===== src/hdl/crtq_pkg.sv =====
package crtq_pkg;

  localparam int unsigned FUNC_W   = 2;
  localparam int unsigned STATUS_W = 3;

  // request codes
  localparam logic [FUNC_W-1:0] FUNC_ENQ    = 2'd0;
  localparam logic [FUNC_W-1:0] FUNC_DEQ    = 2'd1;
  localparam logic [FUNC_W-1:0] FUNC_REMOVE = 2'd2;

  // result status codes
  localparam logic [STATUS_W-1:0] ST_APPENDED = 3'd0;
  localparam logic [STATUS_W-1:0] ST_MERGED   = 3'd1;
  localparam logic [STATUS_W-1:0] ST_FULL     = 3'd2;
  localparam logic [STATUS_W-1:0] ST_RANGE    = 3'd3;
  localparam logic [STATUS_W-1:0] ST_WHOLE    = 3'd4;
  localparam logic [STATUS_W-1:0] ST_MARKER   = 3'd5;
  localparam logic [STATUS_W-1:0] ST_EMPTY    = 3'd6;
  localparam logic [STATUS_W-1:0] ST_REMOVED  = 3'd7;

  // sequencer states, one-hot
  typedef enum logic [3:0] {
    S_IDLE = 4'b0001,
    S_RD   = 4'b0010,
    S_CHK  = 4'b0100,
    S_RESP = 4'b1000
  } state_e;

endpackage


===== src/hdl/crtq_req_if.sv =====
interface crtq_req_if #(
  parameter int unsigned ID_BITS    = 8,
  parameter int unsigned INDEX_BITS = 21
);
  import crtq_pkg::*;

  logic                         valid;
  logic                         ready;
  logic [FUNC_W-1:0]            func;
  logic [ID_BITS-1:0]           task_id;
  logic signed [INDEX_BITS-1:0] range_begin;
  logic signed [INDEX_BITS-1:0] range_end;

  modport source (output valid, func, task_id, range_begin, range_end, input ready);
  modport sink   (input valid, func, task_id, range_begin, range_end, output ready);

endinterface


===== src/hdl/crtq_rsp_if.sv =====
interface crtq_rsp_if #(
  parameter int unsigned ID_BITS    = 8,
  parameter int unsigned INDEX_BITS = 21,
  parameter int unsigned CNT_BITS   = 5
);
  import crtq_pkg::*;

  logic                         valid;
  logic                         ready;
  logic [STATUS_W-1:0]          status;
  logic [ID_BITS-1:0]           out_id;
  logic signed [INDEX_BITS-1:0] out_begin;
  logic signed [INDEX_BITS-1:0] out_end;
  logic [CNT_BITS-1:0]          removed_count;
  logic [CNT_BITS-1:0]          occupancy;

  modport source (output valid, status, out_id, out_begin, out_end, removed_count, occupancy,
                  input ready);
  modport sink   (input valid, status, out_id, out_begin, out_end, removed_count, occupancy,
                  output ready);

endinterface


===== src/hdl/crtq_ram.sv =====
module crtq_ram #(
  parameter int unsigned WIDTH = 8,
  parameter int unsigned DEPTH = 16
) (
  input  logic                     clk_i,
  input  logic                     we_i,
  input  logic [$clog2(DEPTH)-1:0] waddr_i,
  input  logic [WIDTH-1:0]         wdata_i,
  input  logic [$clog2(DEPTH)-1:0] raddr_i,
  output logic [WIDTH-1:0]         rdata_o
);

  logic [WIDTH-1:0] mem_q [DEPTH];

  always_ff @(posedge clk_i) begin
    if (we_i) begin
      mem_q[waddr_i] <= wdata_i;
    end
    rdata_o <= mem_q[raddr_i];
  end

endmodule


===== src/hdl/coalescing_range_task_queue.sv =====
// Coalescing range task queue. A FIFO of up to QUEUE_DEPTH requests, each a
// task id with a signed index range. Enqueue (func 0) folds the request into
// the first queued entry of the same id by widening its range, drops an
// end-of-batch marker (id 0) that would follow another marker, appends
// otherwise, or reports "dropped full". Dequeue (func 1) pops the head and
// classifies it as range, whole or marker. Remove (func 2) deletes every entry
// of an id and closes the gaps, keeping order. Every request gives exactly one
// response transaction carrying the status and the occupancy afterwards.
// Entries live in a circular buffer in one single-port-read, single-port-write
// RAM with a registered read; each entry visited by a merge search or a
// removal takes a read state, then a check/write state. The sequencer
// returns to idle before the next request is taken.
// A new request is taken once the previous response is parked in the output
// register, even if the sink has not yet taken it. No clearing pass at reset.
module coalescing_range_task_queue #(
  parameter int unsigned QUEUE_DEPTH = 16,
  parameter int unsigned ID_BITS     = 8,
  parameter int unsigned INDEX_BITS  = 21
) (
  input  logic       clk_i,
  input  logic       rst_ni,
  crtq_req_if.sink   req_i,
  crtq_rsp_if.source rsp_o
);
  import crtq_pkg::*;

  localparam int unsigned PTR_W   = $clog2(QUEUE_DEPTH);
  localparam int unsigned CNT_W   = $clog2(QUEUE_DEPTH + 1);
  localparam int unsigned SUM_W   = CNT_W + 1;
  localparam int unsigned ENTRY_W = ID_BITS + 2 * INDEX_BITS;

  // entry layout: {id, begin, end}
  localparam int unsigned HI_LSB = 0;
  localparam int unsigned LO_LSB = INDEX_BITS;
  localparam int unsigned ID_LSB = 2 * INDEX_BITS;

  state_e state_q, state_d;

  // latched request
  logic [FUNC_W-1:0]            op_q, op_d;
  logic [ID_BITS-1:0]           id_q, id_d;
  logic signed [INDEX_BITS-1:0] lo_q, lo_d;
  logic signed [INDEX_BITS-1:0] hi_q, hi_d;

  // queue bookkeeping
  logic [PTR_W-1:0] head_q, head_d;
  logic [CNT_W-1:0] count_q, count_d;
  logic [CNT_W-1:0] rd_q, rd_d;   // scan offset from head
  logic [CNT_W-1:0] wr_q, wr_d;   // compaction write offset
  logic [CNT_W-1:0] rem_q, rem_d; // entries deleted so far

  // pending result
  logic [STATUS_W-1:0]          res_status_q, res_status_d;
  logic [ID_BITS-1:0]           res_id_q, res_id_d;
  logic signed [INDEX_BITS-1:0] res_lo_q, res_lo_d;
  logic signed [INDEX_BITS-1:0] res_hi_q, res_hi_d;

  // output register
  logic                         out_valid_q, out_valid_d;
  logic [STATUS_W-1:0]          out_status_q;
  logic [ID_BITS-1:0]           out_id_q;
  logic signed [INDEX_BITS-1:0] out_lo_q;
  logic signed [INDEX_BITS-1:0] out_hi_q;
  logic [CNT_W-1:0]             out_rem_q;
  logic [CNT_W-1:0]             out_occ_q;
  logic                         out_load;

  // RAM port
  logic               ram_we;
  logic [PTR_W-1:0]   ram_waddr, ram_raddr;
  logic [ENTRY_W-1:0] ram_wdata, ram_rdata;
  logic [CNT_W-1:0]   wr_off;
  logic [SUM_W-1:0]   rd_sum, wr_sum;

  logic [ID_BITS-1:0]           ent_id;
  logic signed [INDEX_BITS-1:0] ent_lo, ent_hi;
  logic signed [INDEX_BITS-1:0] mrg_lo, mrg_hi;

  assign ent_id = ram_rdata[ID_LSB +: ID_BITS];
  assign ent_lo = ram_rdata[LO_LSB +: INDEX_BITS];
  assign ent_hi = ram_rdata[HI_LSB +: INDEX_BITS];

  assign mrg_lo = (ent_lo > lo_q) ? lo_q : ent_lo;
  assign mrg_hi = (ent_hi < hi_q) ? hi_q : ent_hi;

  // logical offset -> physical slot, one wrap at most
  always_comb begin
    rd_sum = SUM_W'(head_q) + SUM_W'(rd_q);
    wr_sum = SUM_W'(head_q) + SUM_W'(wr_off);
    ram_raddr = (rd_sum >= SUM_W'(QUEUE_DEPTH)) ? PTR_W'(rd_sum - SUM_W'(QUEUE_DEPTH))
                                                : PTR_W'(rd_sum);
    ram_waddr = (wr_sum >= SUM_W'(QUEUE_DEPTH)) ? PTR_W'(wr_sum - SUM_W'(QUEUE_DEPTH))
                                                : PTR_W'(wr_sum);
  end

  crtq_ram #(
    .WIDTH(ENTRY_W),
    .DEPTH(QUEUE_DEPTH)
  ) u_ram (
    .clk_i  (clk_i),
    .we_i   (ram_we),
    .waddr_i(ram_waddr),
    .wdata_i(ram_wdata),
    .raddr_i(ram_raddr),
    .rdata_o(ram_rdata)
  );

  assign req_i.ready = (state_q == S_IDLE);
  assign out_load    = (state_q == S_RESP) && (!out_valid_q || rsp_o.ready);

  always_comb begin
    state_d      = state_q;
    op_d         = op_q;
    id_d         = id_q;
    lo_d         = lo_q;
    hi_d         = hi_q;
    head_d       = head_q;
    count_d      = count_q;
    rd_d         = rd_q;
    wr_d         = wr_q;
    rem_d        = rem_q;
    res_status_d = res_status_q;
    res_id_d     = res_id_q;
    res_lo_d     = res_lo_q;
    res_hi_d     = res_hi_q;
    ram_we       = 1'b0;
    wr_off       = rd_q;
    ram_wdata    = {id_q, lo_q, hi_q};

    unique case (state_q)
      S_IDLE: begin
        if (req_i.valid) begin
          op_d     = req_i.func;
          id_d     = req_i.task_id;
          lo_d     = req_i.range_begin;
          hi_d     = req_i.range_end;
          wr_d     = '0;
          rem_d    = '0;
          res_id_d = '0;
          res_lo_d = '0;
          res_hi_d = '0;
          // a marker only looks at the tail entry
          if (req_i.func == FUNC_ENQ && req_i.task_id == '0 && count_q != '0) begin
            rd_d = count_q - CNT_W'(1);
          end else begin
            rd_d = '0;
          end
          state_d = S_RD;
        end
      end

      S_RD: begin
        unique case (op_q)
          FUNC_ENQ: begin
            if (rd_q < count_q) begin
              state_d = S_CHK;
            end else if (count_q == CNT_W'(QUEUE_DEPTH)) begin
              res_status_d = ST_FULL;
              state_d      = S_RESP;
            end else begin
              // append at the tail
              ram_we       = 1'b1;
              wr_off       = count_q;
              count_d      = count_q + CNT_W'(1);
              res_status_d = ST_APPENDED;
              state_d      = S_RESP;
            end
          end
          FUNC_DEQ: begin
            if (count_q != '0) begin
              state_d = S_CHK;
            end else begin
              res_status_d = ST_EMPTY;
              state_d      = S_RESP;
            end
          end
          FUNC_REMOVE: begin
            if (rd_q < count_q) begin
              state_d = S_CHK;
            end else begin
              count_d      = wr_q;
              res_status_d = ST_REMOVED;
              state_d      = S_RESP;
            end
          end
          default: begin
            res_status_d = ST_EMPTY;
            state_d      = S_RESP;
          end
        endcase
      end

      S_CHK: begin
        unique case (op_q)
          FUNC_ENQ: begin
            if (ent_id == id_q) begin
              // markers merge without touching the stored bounds
              if (id_q != '0) begin
                ram_we    = 1'b1;
                wr_off    = rd_q;
                ram_wdata = {ent_id, mrg_lo, mrg_hi};
              end
              res_status_d = ST_MERGED;
              state_d      = S_RESP;
            end else begin
              rd_d    = rd_q + CNT_W'(1);
              state_d = S_RD;
            end
          end
          FUNC_DEQ: begin
            head_d   = (head_q == PTR_W'(QUEUE_DEPTH - 1)) ? '0 : head_q + PTR_W'(1);
            count_d  = count_q - CNT_W'(1);
            res_id_d = ent_id;
            res_lo_d = ent_lo;
            res_hi_d = ent_hi;
            if (ent_id == '0) begin
              res_status_d = ST_MARKER;
            end else if (ent_hi > 0) begin
              // single-index range: begin one below
              if (ent_lo == ent_hi && ent_lo > 0) begin
                res_lo_d = ent_lo - INDEX_BITS'(1);
              end
              res_status_d = ST_RANGE;
            end else begin
              res_status_d = ST_WHOLE;
            end
            state_d = S_RESP;
          end
          default: begin
            // compaction: survivors slide down to the write offset
            if (ent_id == id_q) begin
              rem_d = rem_q + CNT_W'(1);
            end else begin
              ram_we    = 1'b1;
              wr_off    = wr_q;
              ram_wdata = ram_rdata;
              wr_d      = wr_q + CNT_W'(1);
            end
            rd_d    = rd_q + CNT_W'(1);
            state_d = S_RD;
          end
        endcase
      end

      S_RESP: begin
        if (out_load) begin
          state_d = S_IDLE;
        end
      end

      default: begin
        state_d = S_IDLE;
      end
    endcase
  end

  always_comb begin
    out_valid_d = out_valid_q;
    if (out_load) begin
      out_valid_d = 1'b1;
    end else if (rsp_o.ready) begin
      out_valid_d = 1'b0;
    end
  end

  always_ff @(posedge clk_i or negedge rst_ni) begin
    if (!rst_ni) begin
      state_q     <= S_IDLE;
      head_q      <= '0;
      count_q     <= '0;
      out_valid_q <= 1'b0;
    end else begin
      state_q     <= state_d;
      head_q      <= head_d;
      count_q     <= count_d;
      out_valid_q <= out_valid_d;
    end
  end

  always_ff @(posedge clk_i) begin
    op_q         <= op_d;
    id_q         <= id_d;
    lo_q         <= lo_d;
    hi_q         <= hi_d;
    rd_q         <= rd_d;
    wr_q         <= wr_d;
    rem_q        <= rem_d;
    res_status_q <= res_status_d;
    res_id_q     <= res_id_d;
    res_lo_q     <= res_lo_d;
    res_hi_q     <= res_hi_d;
    if (out_load) begin
      out_status_q <= res_status_q;
      out_id_q     <= res_id_q;
      out_lo_q     <= res_lo_q;
      out_hi_q     <= res_hi_q;
      out_rem_q    <= (op_q == FUNC_REMOVE) ? rem_q : '0;
      out_occ_q    <= count_q;
    end
  end

  assign rsp_o.valid         = out_valid_q;
  assign rsp_o.status        = out_status_q;
  assign rsp_o.out_id        = out_id_q;
  assign rsp_o.out_begin     = out_lo_q;
  assign rsp_o.out_end       = out_hi_q;
  assign rsp_o.removed_count = out_rem_q;
  assign rsp_o.occupancy     = out_occ_q;

endmodule


===== src/flat_wrapper.sv =====
// flat-port wrapper written by rule: the top's interface ports become plain ports
module coalescing_range_task_queue_flat import crtq_pkg::*;
#(
  parameter int unsigned QUEUE_DEPTH = 16,
  parameter int unsigned ID_BITS     = 8,
  parameter int unsigned INDEX_BITS  = 21
)
  (clk_i, rst_ni, req_i_valid, req_i_func, req_i_task_id, req_i_range_begin, req_i_range_end, req_i_ready, rsp_o_valid, rsp_o_status, rsp_o_out_id, rsp_o_out_begin, rsp_o_out_end, rsp_o_removed_count, rsp_o_occupancy, rsp_o_ready);
  crtq_req_if #(.ID_BITS(ID_BITS), .INDEX_BITS(INDEX_BITS)) req_i_i ();
  crtq_rsp_if #(.ID_BITS(ID_BITS), .INDEX_BITS(INDEX_BITS), .CNT_BITS((5))) rsp_o_i ();
  input  logic clk_i;
  input  logic rst_ni;
  input wire logic [$bits(req_i_i.valid)-1:0] req_i_valid;
  input wire logic [$bits(req_i_i.func)-1:0] req_i_func;
  input wire logic [$bits(req_i_i.task_id)-1:0] req_i_task_id;
  input wire logic [$bits(req_i_i.range_begin)-1:0] req_i_range_begin;
  input wire logic [$bits(req_i_i.range_end)-1:0] req_i_range_end;
  output wire logic [$bits(req_i_i.ready)-1:0] req_i_ready;
  output wire logic [$bits(rsp_o_i.valid)-1:0] rsp_o_valid;
  output wire logic [$bits(rsp_o_i.status)-1:0] rsp_o_status;
  output wire logic [$bits(rsp_o_i.out_id)-1:0] rsp_o_out_id;
  output wire logic [$bits(rsp_o_i.out_begin)-1:0] rsp_o_out_begin;
  output wire logic [$bits(rsp_o_i.out_end)-1:0] rsp_o_out_end;
  output wire logic [$bits(rsp_o_i.removed_count)-1:0] rsp_o_removed_count;
  output wire logic [$bits(rsp_o_i.occupancy)-1:0] rsp_o_occupancy;
  input wire logic [$bits(rsp_o_i.ready)-1:0] rsp_o_ready;
  assign req_i_i.valid = req_i_valid;
  assign req_i_i.func = req_i_func;
  assign req_i_i.task_id = req_i_task_id;
  assign req_i_i.range_begin = req_i_range_begin;
  assign req_i_i.range_end = req_i_range_end;
  assign req_i_ready = req_i_i.ready;
  assign rsp_o_valid = rsp_o_i.valid;
  assign rsp_o_status = rsp_o_i.status;
  assign rsp_o_out_id = rsp_o_i.out_id;
  assign rsp_o_out_begin = rsp_o_i.out_begin;
  assign rsp_o_out_end = rsp_o_i.out_end;
  assign rsp_o_removed_count = rsp_o_i.removed_count;
  assign rsp_o_occupancy = rsp_o_i.occupancy;
  assign rsp_o_i.ready = rsp_o_ready;
  coalescing_range_task_queue #(.QUEUE_DEPTH(QUEUE_DEPTH), .ID_BITS(ID_BITS), .INDEX_BITS(INDEX_BITS)) u_core (.clk_i(clk_i), .rst_ni(rst_ni), .req_i(req_i_i), .rsp_o(rsp_o_i));
endmodule

===== config.mk =====
export PLATFORM = sky130hd
export DESIGN_NAME = coalescing_range_task_queue_flat
export DESIGN_NICKNAME = d
export VERILOG_FILES = /design/src/hdl/crtq_pkg.sv /design/src/hdl/crtq_req_if.sv /design/src/hdl/crtq_rsp_if.sv /design/src/hdl/crtq_ram.sv /design/src/hdl/coalescing_range_task_queue.sv /design/src/flat_wrapper.sv
export SDC_FILE = /design/constraint.sdc
export NUM_CORES = 1
export LEC_CHECK = 0
export BUFFER_PORTS_ARGS = -buffer_cell sky130_fd_sc_hd__buf_2
export CAP_MARGIN = 20
export CORE_ASPECT_RATIO = 0.9
export CORE_MARGIN = 2
export CORE_UTILIZATION = 46
export DETAILED_ROUTE_END_ITERATION = 6
export PLACE_DENSITY = 0.65
export REMOVE_ABC_BUFFERS = 1
export SYNTH_ARGS = -nofsm -noshare
export SYNTH_HDL_FRONTEND = slang
export SYNTH_SLANG_ARGS = --single-unit

===== constraint.sdc =====
create_clock -name clk_i -period 21.5 [get_ports clk_i]
set_clock_uncertainty 0.1 [all_clocks]
set_input_delay 1.075 -clock clk_i [delete_from_list [all_inputs] [get_ports clk_i]]
set_output_delay 1.075 -clock clk_i [all_outputs]
set_load 0.005 [all_outputs]

* After elaboration in Yosys (flattened, before gate mapping) *
Memories as Yosys holds them, arrays and structs flattened. A register that Yosys moved wholly into a read port is not among the register bits.
Index checks and enable logic that the tools add are counted.

storage, ports and cells
  RAM bits = 800
  output and inout port bits = 65
  bits in registers = 197
  memories = 1
  input port bits = 56

cells by class
  reduce and logical (&&, ||, !) cells = 26
  eq/ne operators = 25
  magnitude comparators = 7
  multiplexer cells = 75
  add/subtract/negate cells = 11

memory list
  memory              depth  width  rd ports  clocked after Yosys merged registers in  wr ports  line            text
  u_core.u_ram.mem_q  16     50     1         1                                        1         crtq_ram.sv:13  logic [WIDTH-1:0] mem_q [DEPTH];

operators with widths
  kind                                                               number
  2-to-1 mux 50 bit                                                  4
  2-to-1 mux 21 bit                                                  8
  one-hot mux 50 bit (2 select lines)                                1
  2-to-1 mux 5 bit                                                   17
  one-hot mux 21 bit (2 select lines)                                2
  one-hot mux 5 bit (2 select lines)                                 7
  > comparator 21 x 1 -> 1 bit, second input constant                2
  2-to-1 mux 4 bit                                                   8
  equality test 21 bit                                               1
  > comparator 21 bit                                                1
  < comparator 21 bit                                                1
  subtractor 21 x 2 -> 21 bit, second input constant                 1
  adder 5 x 1 -> 5 bit, second input constant                        4
  2-to-1 mux 3 bit                                                   6
  zero test 8 bit                                                    2
  2-to-1 mux 8 bit                                                   2
  one-hot mux 4 bit (2 select lines)                                 2
  one-hot mux 4 bit (4 select lines)                                 1
  one-hot mux 8 bit (2 select lines)                                 1
  inequality test 3 bit, second input constant                       5
  adder 4 x 5 -> 6 bit                                               2
  greater-or-equal comparator 6 x 5 -> 1 bit, second input constant  2
  one-hot mux 3 bit (2 select lines)                                 2
  AND reduction 4 bit                                                3
  31 further kinds                                                   59

* Depth between registers and ports, before layout *
  word-level depth = 8
  gate-level depth with buffers = 17

* By module *
From an unflattened synthesis, not the netlist that was laid out.

second synthesis, totals
  cell total of the unflattened synthesis = 2,245
  area total of the unflattened synthesis = 41,715.0 um^2

by module, submodules not included
  module                       times used  cells each  area each (um^2)  seq. area each (um^2)
  crtq_ram                     1           1,294       30,912.1          25,024.0
  coalescing_range_task_queue  1           951         10,802.9          5,846.9

* Worst setup path after synthesis *
Ideal clock, no wire load.

  kind = flip-flop to flip-flop
  start point = register u_core.count_q[2]
  end point = memory u_core.u_ram.mem_q[2][0] in the netlist's numbering (enable)
  period minus slack after synthesis = 7.263 ns
  cell stages (with the launch flop) = 17
  data required time = 20.880 ns
  path buffers = 2
  slack = 14.237 ns
  arrival = 6.644 ns
  cells stage by stage = dfrtp_1 clkbuf_1 inv_1 ha_1 a21o_1 a31oi_1 o21ai_0 and3_1 clkbuf_1 nor2_1 a221o_1 ha_1 a21o_1 a21oi_1 xnor2_1 xnor2_1 nor3_1

on the way
  word-level cells in the longest chain between the ends = 8

RTL lines
  element                                                       line                                text
  start, declared                                               coalescing_range_task_queue.sv:47   logic [CNT_W-1:0] count_q, count_d;
  start signal, assigned                                        coalescing_range_task_queue.sv:275  count_q <= count_d;
  branches (longest 8 deep; another with adder 4 x 5 -> 6 bit)  --
  end, declared                                                 crtq_ram.sv:13

Several ways; the timed one is not identified.

* Final worst setup path *
  start point = register u_core.count_q[2]
  end point = memory u_core.u_ram.mem_q[8][12] in the netlist's numbering (enable)

The elaborated chain is that of the path after synthesis.

==> summary.md <==
| Metric | Value |
|---|---|
| Combinational group share of total power | `between 20% and 30%` |
| Flops & latches, synth | `1047` |
| Grt ovf | `0` |
| Post-CTS Setup Inserts | `0` |
| Psw | `1.76 mW` |
| Worst-margin pin slew | `1130 ps` |
| Setup TNS | `0 ps` |
| Fmax achieved | `about 0.19 GHz` |
| Worst relative slew slack | `22.3%` |
| Crit path time final | `5140 ps` |
| Final wirelength | `just under 100000 um` |
| Layout cell share with drive strength beyond 1 | `24.5%` |
| Sequential Power Share | `between 40 and 50%` |
| WL per Instance | `27.2 um` |
| Clock Latency Late Sink | `690 ps` |
| Post-cts resize count | `0` |
| Pint | `4.22 mW` |
| # placed instances | `3448` |
| Crit start category | `flip-flop` |
| Endpoints failing hold | `0` |
| # setup viols final | `0` |
| Die area | `92500 sq um` |
| Top_reg_cell synth | `edfxtp_1` |
| H-tree depth | `3` |
| Final max-slew violation count | `0` |
| Drt initial violations | `~2.2k` |
| Flop2flop setup slack | `16360 ps` |
| Non-filler cells, final | `3647` |
| CP max FO | `50` |
| GRT Util Overall | `21.5%` |
| Layout area overhead | `14.0%` |
| Final core utilization | `52.8%` |
| Post-synth EDFFs | `983` |
| Fin worst setup slack | `16360 ps` |
| Input/output buffers | `120` |
| Rows | `about 100` |
| Vias in the first global route | `21.7k` |
| Ant. Diodes | `0` |
| Post-synth cell types | `approximately 70` |
| Post-synth top area share | `71.2%` |
| Hold/Removal Path Class | `primary input to asynchronous set/reset pin` |
| Netlist Area Pre-Place | `between 40000 and 50000 sq um` |
| Sinks on Clock Net | `1047` |
| Total CTS buffers | `roughly 100` |
| Syn Inst Count | `approximately 2.2k` |
| DR pass1 iterations | `5` |
| Core area | `around 89000 sq um` |
| Gp weighted congestion | `~0.87` |
| Die height | `289 um` |
| Final instance area | `47200 sq um` |
| Global-route wire length before repair | `146000 um` |
| Clock share of power | `between 30% and 40%` |
| I/O pin count | `121` |
| Post-route total power | `5.98 mW` |
| Largest net degree at the start of global routing | `89` |
| Most common cell after layout, fill and taps aside | `edfxtp_1` |
| Min Hold Slack | `216 ps` |
| DIE WIDTH | `320 um` |
| P per Cell Area | `~130 nW/um^2` |
| VDD IR max | `0.0000757 V` |
| Clock slew at reported path FFs | `~60 ps` |
| Max Cap Viol | `0` |
| Leading area contributor after synthesis | `edfxtp_1` |
| # DRC | `0` |
| Crit path DAT | `5330 ps` |
| CTS Hold Buffers Added | `0` |
| Sw Share | `between 20% and 30%` |
| Pleak | `about 16 nW` |
| Via-to-Cell Ratio | `5.93` |
| Placement Cell Area | `43600 sq um` |
| CP endpoint kind | `flip-flop` |
| CTS root buffer | `clkbuf_16` |
| Setup slack at placement | `16400 ps` |
| Initial Util | `46.4%` |
| Outcome | `finished clean` |
| Via count | `21.6k` |
| Clk buf depth | `3` |
| RSZ-0062 raised after global routing | `no` |
| Ys async rst share | `1.34%` |
| Final HPWL DP | `57700 um` |
| Sequential share of the synthesized area | `74.5%` |
| Final #Nets | `roughly 2.5k` |
| Commonest cells after routing, fill and taps aside | `983 x edfxtp_1, 200 x mux4_2, 145 x nand2_1` |
| Syn Area/Cell | `18.7 sq um` |
| Top cells by area, synth | `edfxtp_1 71%, mux4_2 11%, dfxtp_1 2.4%` |
| CTS tree | `done` |
| Worst endpoint required time | `21690 ps` |
| Routed Antenna Nets | `0` |
| Antenna violations before repair | `4` |
| Setup CP Type | `flip-flop to flip-flop` |
| YS warnings | `0` |
| Tcrit/Tclk final | `23.9%` |
-- cell usage after synthesis (8+ instances only) --
master	n
edfxtp_1	983
mux4_2	200
nand2_1	146
and2_1	84
clkbuf_1	67
inv_1	62
ha_1	60
a31oi_1	56
a211oi_1	54
nor2_1	52
dfxtp_1	50
xnor2_1	38
a21oi_1	34
mux2_2	34
nand3_1	26
nor3_1	25
o21ai_0	22
xor2_1	22
nor4_1	17
buf_2	16
nand4_1	16
a21o_1	14
buf_1	14
dfrtp_1	13
mux2i_1	9
a22o_1	8
-- final timing paths --
kind                                             end  cells past startpoint                 from
max                        u_core.u_ram.mem_q[8][12]                     15    u_core.count_q[2]
min                                 u_core.head_q[1]                      1               rst_ni
max reg2reg                u_core.u_ram.mem_q[8][12]                     15    u_core.count_q[2]
min reg2reg                 u_core.rsp_o.out_end[20]                      0  u_core.res_hi_q[20]
max in group asynchronous          u_core.state_q[0]                      1               rst_ni
min in group clk_i          u_core.rsp_o.out_end[20]                      0  u_core.res_hi_q[20]
-- worst max-delay path, cell delays in order, from the launching register on --
cell and delay [ps]:
dfrtp_1 530, inv_1 140, ha_1 320, a21o_1 110, a31oi_1 40, o21ai_0 420, and3_1 350, nor2_1 100
a221o_1 340, ha_1 310, a21o_1 180, a21oi_1 180, xnor2_1 210, xor2_1 320, nor3_2 270, buf_4 820
-- final cells by class --
class | instances | area, sq um
multi-input cells | 1006 | 10100
clock inverters | 57 | 738
fillers | 6909 | 42200
clock buffers | 137 | 2850
inverters | 63 | 236
well taps | 1166 | 1460
repair buffers | 171 | 993
flip-flops and latches | 1047 | 30900
-- registers in the layout, summed over array words and instances (netlist names), 8 cells and up --
| register | flops |
|---|---|
| u_core.id_q | 8 |
| u_core.rsp_o.out_end | 21 |
| u_core.res_id_q | 8 |
| u_core.res_lo_q | 21 |
| u_core.rsp_o.out_id | 8 |
| u_core.res_hi_q | 21 |
| u_core.u_ram.mem_q | 800 |
| u_core.u_ram.rdata_o | 50 |
| u_core.lo_q | 21 |
| u_core.rsp_o.out_begin | 21 |
| u_core.hi_q | 21 |
-- cells by family after synthesis --
logic type,share of synthesized area (%)
compound gates,3.58
fa+ha+maj,1.91
flops,74.5
xor+xnor,1.27
mux,12.0
simple gates,5.19
buf+inv,1.58
-- layer usage --
metal	share of wire, %	vias up	wire length [um]	global-route usage (%)
li1	-	9227	-	-
met1	43	11400	42800	31.3
met2	47	890	46600	34.0
met3	7.8	126	7750	3.95
met4	1.9	0	1850	4.95
met5	0	-	0	0
-- power by group through the flow --
stage	Combinational [mW]	Sequential (mW)	Clock, mW
after floorplan	1.33	2.60	0
after global placement	1.43	2.70	0
after CTS	1.47	2.66	1.90
after global routing	1.58	2.67	1.98
final	1.45	2.66	1.86
after detailed placement	1.46	2.70	0
Power figures use the tool's default switching activity.
